--- config.mk ---
export PLATFORM = sky130hd
export DESIGN_NAME = bus_packet_multicast_group_filter
export DESIGN_NICKNAME = d
export VERILOG_FILES = /design/src/rtl/bpmgf_pkg.sv /design/src/rtl/bus_packet_multicast_group_filter.sv
export SDC_FILE = /design/constraint.sdc
export NUM_CORES = 1
export LEC_CHECK = 0
export BUFFER_PORTS_ARGS = -buffer_cell sky130_fd_sc_hd__buf_2
export CORE_MARGIN = 2
export CORE_UTILIZATION = 45
export DETAILED_ROUTE_END_ITERATION = 12
export GPL_TIMING_DRIVEN = 0
export SLEW_MARGIN = 20
export SYNTH_ARGS = -nofsm -noshare
export SYNTH_HDL_FRONTEND = slang
export SYNTH_SLANG_ARGS = --single-unit
--- constraint.sdc ---
create_clock -name clk_i -period 7.4 [get_ports clk_i]
set_input_delay 1.48 -clock clk_i [delete_from_list [all_inputs] [get_ports clk_i]]
set_output_delay 1.48 -clock clk_i [all_outputs]
set_load 0.1 [all_outputs]
--- src/rtl/bpmgf_pkg.sv ---
package bpmgf_pkg;

  localparam int TableEntriesDef = 8;
  localparam int EntryW = 24;

  typedef enum logic [1:0] {
    MsgStream  = 2'd0,
    MsgMcast   = 2'd1,
    MsgUnicast = 2'd2,
    MsgOther   = 2'd3
  } msg_type_e;

  typedef enum logic [1:0] {
    CfgOwnPort    = 2'd0,
    CfgModuleKind = 2'd1,
    CfgPersist    = 2'd2,
    CfgWildcard   = 2'd3
  } cfg_idx_e;

  localparam logic [7:0] CodeAck         = 8'hF0;
  localparam logic [7:0] CodeError       = 8'hF1;
  localparam logic [7:0] CodeModType     = 8'hF2;
  localparam logic [7:0] CodeReqType     = 8'hF3;
  localparam logic [7:0] CodeGroupAdd    = 8'hF4;
  localparam logic [7:0] CodeGroupRem    = 8'hF5;
  localparam logic [7:0] CodeGroupGet    = 8'hF6;
  localparam logic [7:0] CodeGroupReturn = 8'hF7;
  localparam logic [7:0] CodeGroupsClear = 8'hF8;

  localparam logic [2:0] AckLen   = 3'd5;
  localparam logic [2:0] TypeLen  = 3'd3;
  localparam logic [2:0] ClearLen = 3'd2;
  localparam logic [7:0] MaxArgs  = 8'd4;
  localparam logic [7:0] ShortLen = 8'd3;
  localparam logic [7:0] FullLen  = 8'd4;
  localparam logic [2:0] MaxReply = 3'd5;

endpackage

--- src/rtl/bus_packet_multicast_group_filter.sv ---
// Multicast group filter and management responder for one bus module.
// Input channel: one word per packet header plus its first four data bytes,
// taken on in_valid_i high and in_stall_o low. Output channel: one word per
// input word, offered on out_valid_o and taken when out_stall_i is low.
// Configuration is written through cfg_we_i, cfg_index_i and cfg_data_i; the
// user must write it only while the block is idle, which the block does not enforce.
// The group table lives in a one-port synchronous memory with a registered
// read and a valid bit per entry. Multicast packets and group add or remove
// commands scan the table one entry per cycle, then register their result in
// StFinish; an entry read passes StGetRd before StFinish and every other
// packet goes straight to StFinish. A new word is taken at the earliest in the
// cycle after the result is registered, never while one is still in work.
// A finished result waits in the output register while the receiver stalls;
// the block then takes the next input word but holds its result until the
// output register is free.
// Reset empties the table by clearing all valid bits at once and loads the
// configuration defaults; no clearing pass is needed.
module bus_packet_multicast_group_filter #(
  parameter int TABLE_ENTRIES = bpmgf_pkg::TableEntriesDef
) (
  input  logic        clk_i,
  input  logic        rst_ni,
  input  logic        cfg_we_i,
  input  logic [1:0]  cfg_index_i,
  input  logic [7:0]  cfg_data_i,
  input  logic        in_valid_i,
  output logic        in_stall_o,
  input  logic [1:0]  msg_type_i,
  input  logic [7:0]  dest_port_i,
  input  logic [15:0] group_target_i,
  input  logic [15:0] sender_i,
  input  logic [7:0]  payload_len_i,
  input  logic [7:0]  command_i,
  input  logic [7:0]  arg_one_i,
  input  logic [7:0]  arg_two_i,
  input  logic [7:0]  arg_three_i,
  output logic        out_valid_o,
  input  logic        out_stall_i,
  output logic        accept_o,
  output logic        reply_valid_o,
  output logic        reply_broadcast_o,
  output logic [15:0] reply_dest_o,
  output logic [7:0]  reply_port_o,
  output logic [2:0]  reply_len_o,
  output logic [7:0]  reply_byte0_o,
  output logic [7:0]  reply_byte1_o,
  output logic [7:0]  reply_byte2_o,
  output logic [7:0]  reply_byte3_o,
  output logic [7:0]  reply_byte4_o
);

  localparam int IdxW = (TABLE_ENTRIES > 1) ? $clog2(TABLE_ENTRIES) : 1;
  localparam int CntW = $clog2(TABLE_ENTRIES + 1);
  localparam logic [CntW-1:0] LastCnt = CntW'(TABLE_ENTRIES);
  localparam logic [7:0] NumEntries8 = 8'(TABLE_ENTRIES);

  typedef enum logic [3:0] {
    StIdle   = 4'b0001,
    StScan   = 4'b0010,
    StGetRd  = 4'b0100,
    StFinish = 4'b1000
  } state_e;

  state_e state_q, state_d;

  logic [7:0] own_port_q, module_kind_q, wildcard_q;
  logic       persist_q;

  logic [1:0]  msg_type_q;
  logic [7:0]  dest_port_q, payload_len_q, command_q, arg_one_q, arg_two_q, arg_three_q;
  logic [15:0] group_target_q, sender_q;

  logic [bpmgf_pkg::EntryW-1:0] tbl_mem [TABLE_ENTRIES];
  logic [bpmgf_pkg::EntryW-1:0] rdata_q;
  logic [TABLE_ENTRIES-1:0]     tbl_vld_q, tbl_vld_d;
  logic                         mem_re, mem_we;
  logic [IdxW-1:0]              mem_raddr;

  logic [CntW-1:0] cnt_q, cnt_d;
  logic            rd_pend_q, rd_pend_d;
  logic [IdxW-1:0] rd_idx_q, rd_idx_d;
  logic            hit_q, hit_d, found_q, found_d, free_q, free_d;
  logic [IdxW-1:0] found_idx_q, found_idx_d, free_idx_q, free_idx_d;

  logic        in_go, in_own, in_len_ok, fin_go, out_free;
  logic        own_hit, uni_own, len_ok, err;
  logic [7:0]  filt;
  logic [bpmgf_pkg::EntryW-1:0] key, ent;
  logic [2:0]  err_n;

  logic        r_accept, r_reply, r_bcast;
  logic [15:0] r_dest;
  logic [7:0]  r_port, r_b0, r_b1, r_b2, r_b3, r_b4;
  logic [2:0]  r_len;

  logic        out_valid_q, out_valid_d;
  logic        accept_q, reply_valid_q, reply_bcast_q;
  logic [15:0] reply_dest_q;
  logic [7:0]  reply_port_q, b0_q, b1_q, b2_q, b3_q, b4_q;
  logic [2:0]  reply_len_q;

  always_ff @(posedge clk_i or negedge rst_ni) begin
    if (!rst_ni) begin
      own_port_q    <= '0;
      module_kind_q <= '0;
      persist_q     <= 1'b0;
      wildcard_q    <= 8'hFF;
    end else if (cfg_we_i) begin
      unique case (bpmgf_pkg::cfg_idx_e'(cfg_index_i))
        bpmgf_pkg::CfgOwnPort:    own_port_q    <= cfg_data_i;
        bpmgf_pkg::CfgModuleKind: module_kind_q <= cfg_data_i;
        bpmgf_pkg::CfgPersist:    persist_q     <= cfg_data_i[0];
        bpmgf_pkg::CfgWildcard:   wildcard_q    <= cfg_data_i;
        default: ;
      endcase
    end
  end

  assign in_stall_o = (state_q != StIdle);
  assign in_go      = in_valid_i && (state_q == StIdle);
  assign in_own     = (dest_port_i == own_port_q);
  assign in_len_ok  = (payload_len_i == bpmgf_pkg::ShortLen) ||
                      (payload_len_i == bpmgf_pkg::FullLen);

  always_ff @(posedge clk_i) begin
    if (in_go) begin
      msg_type_q     <= msg_type_i;
      dest_port_q    <= dest_port_i;
      group_target_q <= group_target_i;
      sender_q       <= sender_i;
      payload_len_q  <= payload_len_i;
      command_q      <= command_i;
      arg_one_q      <= arg_one_i;
      arg_two_q      <= arg_two_i;
      arg_three_q    <= arg_three_i;
    end
  end

  assign own_hit = (dest_port_q == own_port_q);
  assign uni_own = (msg_type_q == bpmgf_pkg::MsgUnicast) && own_hit;
  assign len_ok  = (payload_len_q == bpmgf_pkg::ShortLen) ||
                   (payload_len_q == bpmgf_pkg::FullLen);
  assign filt    = (payload_len_q == bpmgf_pkg::FullLen) ? arg_three_q : wildcard_q;
  assign key     = {arg_one_q, arg_two_q, filt};
  assign ent     = tbl_vld_q[rd_idx_q] ? rdata_q : '0;

  assign out_free = !out_valid_q || !out_stall_i;
  assign fin_go   = (state_q == StFinish) && out_free;

  always_comb begin
    mem_re    = 1'b0;
    mem_raddr = cnt_q[IdxW-1:0];
    if (state_q == StScan && cnt_q != LastCnt) begin
      mem_re = 1'b1;
    end else if (state_q == StGetRd) begin
      mem_re    = 1'b1;
      mem_raddr = arg_one_q[IdxW-1:0];
    end
  end

  assign mem_we = fin_go && uni_own && (command_q == bpmgf_pkg::CodeGroupAdd) &&
                  len_ok && !found_q && free_q;

  always_ff @(posedge clk_i) begin
    if (mem_we) begin
      tbl_mem[free_idx_q] <= key;
    end
    if (mem_re) begin
      rdata_q <= tbl_mem[mem_raddr];
    end
  end

  always_comb begin
    tbl_vld_d = tbl_vld_q;
    if (mem_we) begin
      tbl_vld_d[free_idx_q] = 1'b1;
    end
    if (fin_go && uni_own && len_ok && found_q &&
        command_q == bpmgf_pkg::CodeGroupRem) begin
      tbl_vld_d[found_idx_q] = 1'b0;
    end
    if (fin_go && uni_own && command_q == bpmgf_pkg::CodeGroupsClear) begin
      tbl_vld_d = '0;
    end
  end

  always_comb begin
    state_d     = state_q;
    cnt_d       = cnt_q;
    rd_pend_d   = 1'b0;
    rd_idx_d    = rd_idx_q;
    hit_d       = hit_q;
    found_d     = found_q;
    free_d      = free_q;
    found_idx_d = found_idx_q;
    free_idx_d  = free_idx_q;
    unique case (state_q)
      StIdle: begin
        if (in_go) begin
          cnt_d   = '0;
          hit_d   = 1'b0;
          found_d = 1'b0;
          free_d  = 1'b0;
          if (msg_type_i == bpmgf_pkg::MsgMcast) begin
            state_d = StScan;
          end else if (msg_type_i == bpmgf_pkg::MsgUnicast && in_own && in_len_ok &&
                       (command_i == bpmgf_pkg::CodeGroupAdd ||
                        command_i == bpmgf_pkg::CodeGroupRem)) begin
            state_d = StScan;
          end else if (msg_type_i == bpmgf_pkg::MsgUnicast && in_own &&
                       command_i == bpmgf_pkg::CodeGroupGet && arg_one_i < NumEntries8) begin
            state_d = StGetRd;
          end else begin
            state_d = StFinish;
          end
        end
      end
      StScan: begin
        if (rd_pend_q) begin
          if (ent != '0) begin
            if (ent[23:8] == group_target_q &&
                (ent[7:0] == command_q || ent[7:0] == wildcard_q)) begin
              hit_d = 1'b1;
            end
            if (ent == key && !found_q) begin
              found_d     = 1'b1;
              found_idx_d = rd_idx_q;
            end
          end else if (!free_q) begin
            free_d     = 1'b1;
            free_idx_d = rd_idx_q;
          end
        end
        if (cnt_q != LastCnt) begin
          rd_pend_d = 1'b1;
          rd_idx_d  = cnt_q[IdxW-1:0];
          cnt_d     = cnt_q + 1'b1;
        end else if (!rd_pend_q) begin
          state_d = StFinish;
        end
      end
      StGetRd: begin
        rd_idx_d = arg_one_q[IdxW-1:0];
        state_d  = StFinish;
      end
      StFinish: begin
        if (out_free) begin
          state_d = StIdle;
        end
      end
      default: state_d = StIdle;
    endcase
  end

  always_ff @(posedge clk_i or negedge rst_ni) begin
    if (!rst_ni) begin
      state_q     <= StIdle;
      tbl_vld_q   <= '0;
      cnt_q       <= '0;
      rd_pend_q   <= 1'b0;
      rd_idx_q    <= '0;
      hit_q       <= 1'b0;
      found_q     <= 1'b0;
      free_q      <= 1'b0;
      found_idx_q <= '0;
      free_idx_q  <= '0;
    end else begin
      state_q     <= state_d;
      tbl_vld_q   <= tbl_vld_d;
      cnt_q       <= cnt_d;
      rd_pend_q   <= rd_pend_d;
      rd_idx_q    <= rd_idx_d;
      hit_q       <= hit_d;
      found_q     <= found_d;
      free_q      <= free_d;
      found_idx_q <= found_idx_d;
      free_idx_q  <= free_idx_d;
    end
  end

  assign err_n = (payload_len_q > bpmgf_pkg::MaxArgs) ? 3'd4 : payload_len_q[2:0];

  always_comb begin
    r_accept = 1'b0;
    r_reply  = 1'b0;
    r_bcast  = 1'b0;
    r_dest   = '0;
    r_port   = '0;
    r_len    = '0;
    r_b0     = '0;
    r_b1     = '0;
    r_b2     = '0;
    r_b3     = '0;
    r_b4     = '0;
    err      = 1'b0;
    case (msg_type_q)
      bpmgf_pkg::MsgStream: r_accept = own_hit;
      bpmgf_pkg::MsgMcast:  r_accept = hit_q;
      bpmgf_pkg::MsgUnicast: begin
        if (own_hit) begin
          unique case (command_q) inside
            bpmgf_pkg::CodeReqType: begin
              r_reply = 1'b1;
              r_bcast = 1'b1;
              r_port  = own_port_q;
              r_len   = bpmgf_pkg::TypeLen;
              r_b0    = bpmgf_pkg::CodeModType;
              r_b1    = module_kind_q;
              r_b2    = {7'd0, persist_q};
            end
            bpmgf_pkg::CodeGroupAdd, bpmgf_pkg::CodeGroupRem: begin
              if (len_ok && (command_q == bpmgf_pkg::CodeGroupRem || found_q || free_q)) begin
                r_reply = 1'b1;
                r_bcast = 1'b1;
                r_dest  = sender_q;
                r_len   = bpmgf_pkg::AckLen;
                r_b0    = bpmgf_pkg::CodeAck;
                r_b1    = command_q;
                r_b2    = arg_one_q;
                r_b3    = arg_two_q;
                r_b4    = filt;
              end else begin
                err = 1'b1;
              end
            end
            bpmgf_pkg::CodeGroupGet: begin
              if (arg_one_q < NumEntries8) begin
                r_reply = 1'b1;
                r_bcast = 1'b1;
                r_dest  = sender_q;
                r_len   = bpmgf_pkg::AckLen;
                r_b0    = bpmgf_pkg::CodeGroupReturn;
                r_b1    = arg_one_q;
                r_b2    = ent[23:16];
                r_b3    = ent[15:8];
                r_b4    = ent[7:0];
              end else begin
                err = 1'b1;
              end
            end
            bpmgf_pkg::CodeGroupsClear: begin
              r_reply = 1'b1;
              r_bcast = 1'b1;
              r_dest  = sender_q;
              r_len   = bpmgf_pkg::ClearLen;
              r_b0    = bpmgf_pkg::CodeAck;
              r_b1    = bpmgf_pkg::CodeGroupsClear;
            end
            default: r_accept = 1'b1;
          endcase
        end
      end
      default: ;
    endcase
    if (err) begin
      r_reply = 1'b1;
      r_dest  = sender_q;
      r_len   = err_n + 3'd1;
      r_b0    = bpmgf_pkg::CodeError;
      r_b1    = (err_n >= 3'd1) ? command_q : 8'd0;
      r_b2    = (err_n >= 3'd2) ? arg_one_q : 8'd0;
      r_b3    = (err_n >= 3'd3) ? arg_two_q : 8'd0;
      r_b4    = (err_n >= 3'd4) ? arg_three_q : 8'd0;
    end
  end

  always_comb begin
    out_valid_d = out_valid_q;
    if (fin_go) begin
      out_valid_d = 1'b1;
    end else if (out_valid_q && !out_stall_i) begin
      out_valid_d = 1'b0;
    end
  end

  always_ff @(posedge clk_i or negedge rst_ni) begin
    if (!rst_ni) begin
      out_valid_q <= 1'b0;
    end else begin
      out_valid_q <= out_valid_d;
    end
  end

  always_ff @(posedge clk_i) begin
    if (fin_go) begin
      accept_q      <= r_accept;
      reply_valid_q <= r_reply;
      reply_bcast_q <= r_bcast;
      reply_dest_q  <= r_dest;
      reply_port_q  <= r_port;
      reply_len_q   <= r_len;
      b0_q          <= r_b0;
      b1_q          <= r_b1;
      b2_q          <= r_b2;
      b3_q          <= r_b3;
      b4_q          <= r_b4;
    end
  end

  assign out_valid_o       = out_valid_q;
  assign accept_o          = accept_q;
  assign reply_valid_o     = reply_valid_q;
  assign reply_broadcast_o = reply_bcast_q;
  assign reply_dest_o      = reply_dest_q;
  assign reply_port_o      = reply_port_q;
  assign reply_len_o       = reply_len_q;
  assign reply_byte0_o     = b0_q;
  assign reply_byte1_o     = b1_q;
  assign reply_byte2_o     = b2_q;
  assign reply_byte3_o     = b3_q;
  assign reply_byte4_o     = b4_q;

endmodule

==> summary.json <==
{
  "run_status": "finished clean",
  "post-cts-setup-buffers": 0,
  "finalClockSkew_ps": 20.2,
  "tritoncts_num_sinks": 419,
  "area_delta_synth_final_pct": 18.5,
  "yosys.cell_types.count": 71,
  "finalNetCount": 1400,
  "drtIter0Drc": 1022,
  "timing.critical_path.fanout_max": 16,
  "path_cells": "buf_2 > a21oi_4 > buf_16 > nand3_1 > nor4_1 > nor2b_1 > and3_2 > buf_16",
  "drc": 0,
  "cts_hold_buffers": 0,
  "hp-start": "tbl_vld_q[3]",
  "ys.warnings.count": 0,
  "detail_route.vias_per_cell": 5.67,
  "grt_max_degree": 56,
  "critPathMaxStageDelay_ps": 650,
  "grt_antenna_before_repair": 1,
  "mostFrequentLayoutCells": "sky130_fd_sc_hd__edfxtp_1, sky130_fd_sc_hd__buf_2, sky130_fd_sc_hd__nor2_1, sky130_fd_sc_hd__mux2_2, sky130_fd_sc_hd__mux4_2",
  "detail_route.wl_per_cell_microns": 24.1,
  "multi_input_area_sq_um": 4860,
  "synth-seq-area-share_pct": 70.7,
  "floorplan.die.width_microns": 201,
  "layoutNonFillerInstCount": 1849,
  "dp.cells": 1769,
  "area.sequential_sq_um": 12300,
  "worst_path_most_repeated_cell": "sky130_fd_sc_hd__buf_16",
  "max-slew-margin-rel_pct": 21.8,
  "share_of_the_synthesized_netlist_area_taken_by_xor_and_xnor_gates_pct": 2.31,
  "synth_enable_flop_cells": 364,
  "grt_first_pass_wirelength_microns": 66400,
  "synth_compound_area_share_pct": 6.36,
  "finalHoldWorstSlack_ps": 484,
  "synth_fa_ha_area_share_pct": 0.431,
  "cts_repair_resize_count": 0,
  "tritoncts": "done",
  "first_pass_iters": 5,
  "placed_area_sq_um": 19300,
  "worst-path-buf-inv": 3,
  "post_route_cells_drive_above_1_share_pct": 30.2,
  "clock_buffer_count_from_cts": 44,
  "power.static_leakage_nw": 7.20,
  "globalRoute.totalOverflow": 0,
  "worstSetupStartpointType": "primary input",
  "placement_rows": 72,
  "rsz_0062_raised_after_global_routing": "false",
  "power_density_nw_per_um2": 317,
  "grt_pass1_vias": 10600,
  "post_synth.cell_area_avg_sq_um": 16.3,
  "r2r-start": "state_q[3]",
  "aggregate_routed_wire_length_microns": 44500,
  "syn_area_sq_um": 17400,
  "clk_latency_ps": 570,
  "power.ir.vdd_worst_v": 0.000166,
  "drv.max_cap_violation_count": 0,
  "synthArstFlopShare_pct": 13.1,
  "post_synth_main_area_contributors": "sky130_fd_sc_hd__edfxtp_1, sky130_fd_sc_hd__dfrtp_1, sky130_fd_sc_hd__mux4_2",
  "tns_ps": 0,
  "hold_violations": 0,
  "detailedPlacementHpwl_microns": 30700,
  "critical-path-slowest-cell": "sky130_fd_sc_hd__nor4_1",
  "setup_violations": 0,
  "h_tree_depth": 2,
  "mostFrequentLayoutCell": "sky130_fd_sc_hd__edfxtp_1",
  "synth_top_family_by_area": "multiplexers",
  "die_h_microns": 201,
  "timing.critical_path.to_type": "register",
  "dieArea_sq_um": 40300,
  "period_needed_ps": 4010,
  "critical-path-top-delay-family": "simple AND/OR/NAND/NOR gates",
  "synth_largest_type_area_fraction_pct": 62.7,
  "top_level_ports": 169,
  "synth_cells": 1072,
  "hold_path.class": "reg -> reg",
  "synth_simple_gate_area_share_pct": 8.33,
  "timing.reg2reg.worst_path_depth": 8,
  "cts-root-buf": "sky130_fd_sc_hd__clkbuf_16",
  "postSynthRegisterBits": 419,
  "worstHoldEndpoint": "tbl_vld_q[3]",
  "worstHoldPathCells": 1,
  "required_time_worst_endpoint_ps": 7680,
  "postLayoutCellArea_sq_um": 20700,
  "finalPower_w": 0.00654,
  "gpl.final_weighted_congestion": 0.885,
  "synth_fp_nets": 1175,
  "total_of_fill_cells_in_the_finished_design": 3139,
  "crit_arrival_ps": 4290,
  "core_region_area_sq_um": 38500,
  "worst-slew-pin-transition_ps": 1170,
  "synth_ff_type": "sky130_fd_sc_hd__edfxtp_1",
  "criticalPathCategory": "in -> reg",
  "drv_slew": 0,
  "route.vias.total": 10500,
  "ant_nets": 0,
  "fmaxAchievable_mhz": 249,
  "reg2reg_to": "rdata_q[16]",
  "netlist.top_cell.by_area": "sky130_fd_sc_hd__edfxtp_1",
  "starting_density_of_the_core_pct": 45.3,
  "clockBufferDepth": 3,
  "io_buffers": 167,
  "cts.clk_slew.worst_paths_ps": 60,
  "rrSetupSlack_ps": 3410,
  "synthMuxAreaShare_pct": 10.3,
  "final.period_utilization_pct": 54.2,
  "global_route_total_usage_across_every_layer_pct": 22.3
}
layer usage:
| layer | routed length, microns | up-vias | track usage, % |
|---|---|---|---|
| li1 | - | 4668 | - |
| met1 | 18900 | 5335 | 30.6 |
| met2 | 21100 | 402 | 35.7 |
| met3 | 2890 | 86 | 3.96 |
| met4 | 1590 | 0 | 8.89 |
| met5 | 0 | - | 0 |
power by group:
part | switching [W] | total (W) | internal (W) | leakage [nW]
combinational | 0.000969 | 0.00134 | 0.000374 | 2.53
clock | 0.000890 | 0.00214 | 0.00125 | 0.684
sequential | 0.000190 | 0.00306 | 0.00287 | 3.98
per-stage QoR:
step                util [%]  setup slack (ps)
floorplan                  -               277
global placement        49.2             -3360
detailed placement      50.1              2800
CTS                     53.7              3330
global route            53.7              3110
finish                  53.7              3390
layout make-up:
cell class              instances  area share, %
clock buffers                  55           5.78
plain buffers                  41          0.921
repair buffers                179           5.55
inverters                      24          0.448
diodes                          1         0.0121
multi-input cells             588           23.6
well taps                     518           3.14
flip-flops and latches        419           59.6
clock inverters                24          0.969
cells by family (layout without fill, tap and decap cells):
family / after synthesis / count (layout)
flops: 419 / 419
simple gates: 263 / 263
compound gates: 161 / 161
mux: 111 / 111
buf+inv: 65 / 323
xor+xnor: 46 / 46
fa+ha+maj: 6 / 6
other cells: 1 / 2
cells in the mapped netlist, drive strengths merged (4+ instances only):
cell    count
nand2b      4
and3        9
edfxtp    364
mux4       48
o21a        9
buf        14
nand3      13
nor4b       4
xor2        8
nor3b       5
nor2b      11
or2         6
and2       30
nor4bb      9
nor3       16
o32ai      12
nand2      42
nand3b      6
o21ai      31
o22ai       4
nand4      18
xnor2      38
a21oi      31
nor2       69
a31oi      16
dfstp       9
mux2i       5
a22oi      13
a32oi       4
mux2       58
or3         4
clkbuf     27
dfrtp      46
nor4        7
ha          6
inv        24
a22o       17
or4         5
flip-flops by register name (all words and copies together) (netlist names), 16 cells and up:
signal and flops:
reply_dest_o 16, sender_q 16, tbl_mem 192, group_target_q 16
rdata_q 24
how the worst max path moves through the flow:
| stage | startpoint | end | slack [ps] | cells past startpoint |
|---|---|---|---|---|
| 6_report | out_stall_i | tbl_mem[6][10] | 3390 | 8 |
| 5_1_grt | state_q[3] | rdata_q[16] | 3110 | 8 |
| 4_1_cts | state_q[3] | rdata_q[16] | 3330 | 8 |
| 3_5_place_dp | out_stall_i | tbl_mem[6][9] | 2800 | 8 |
| 3_3_place_gp | out_stall_i | tbl_mem[6][3] | -3360 | 6 |
| 2_1_floorplan | out_stall_i | tbl_mem[6][0] | 280 | 5 |
No activity file was read; power rests on OpenSTA's default activity.
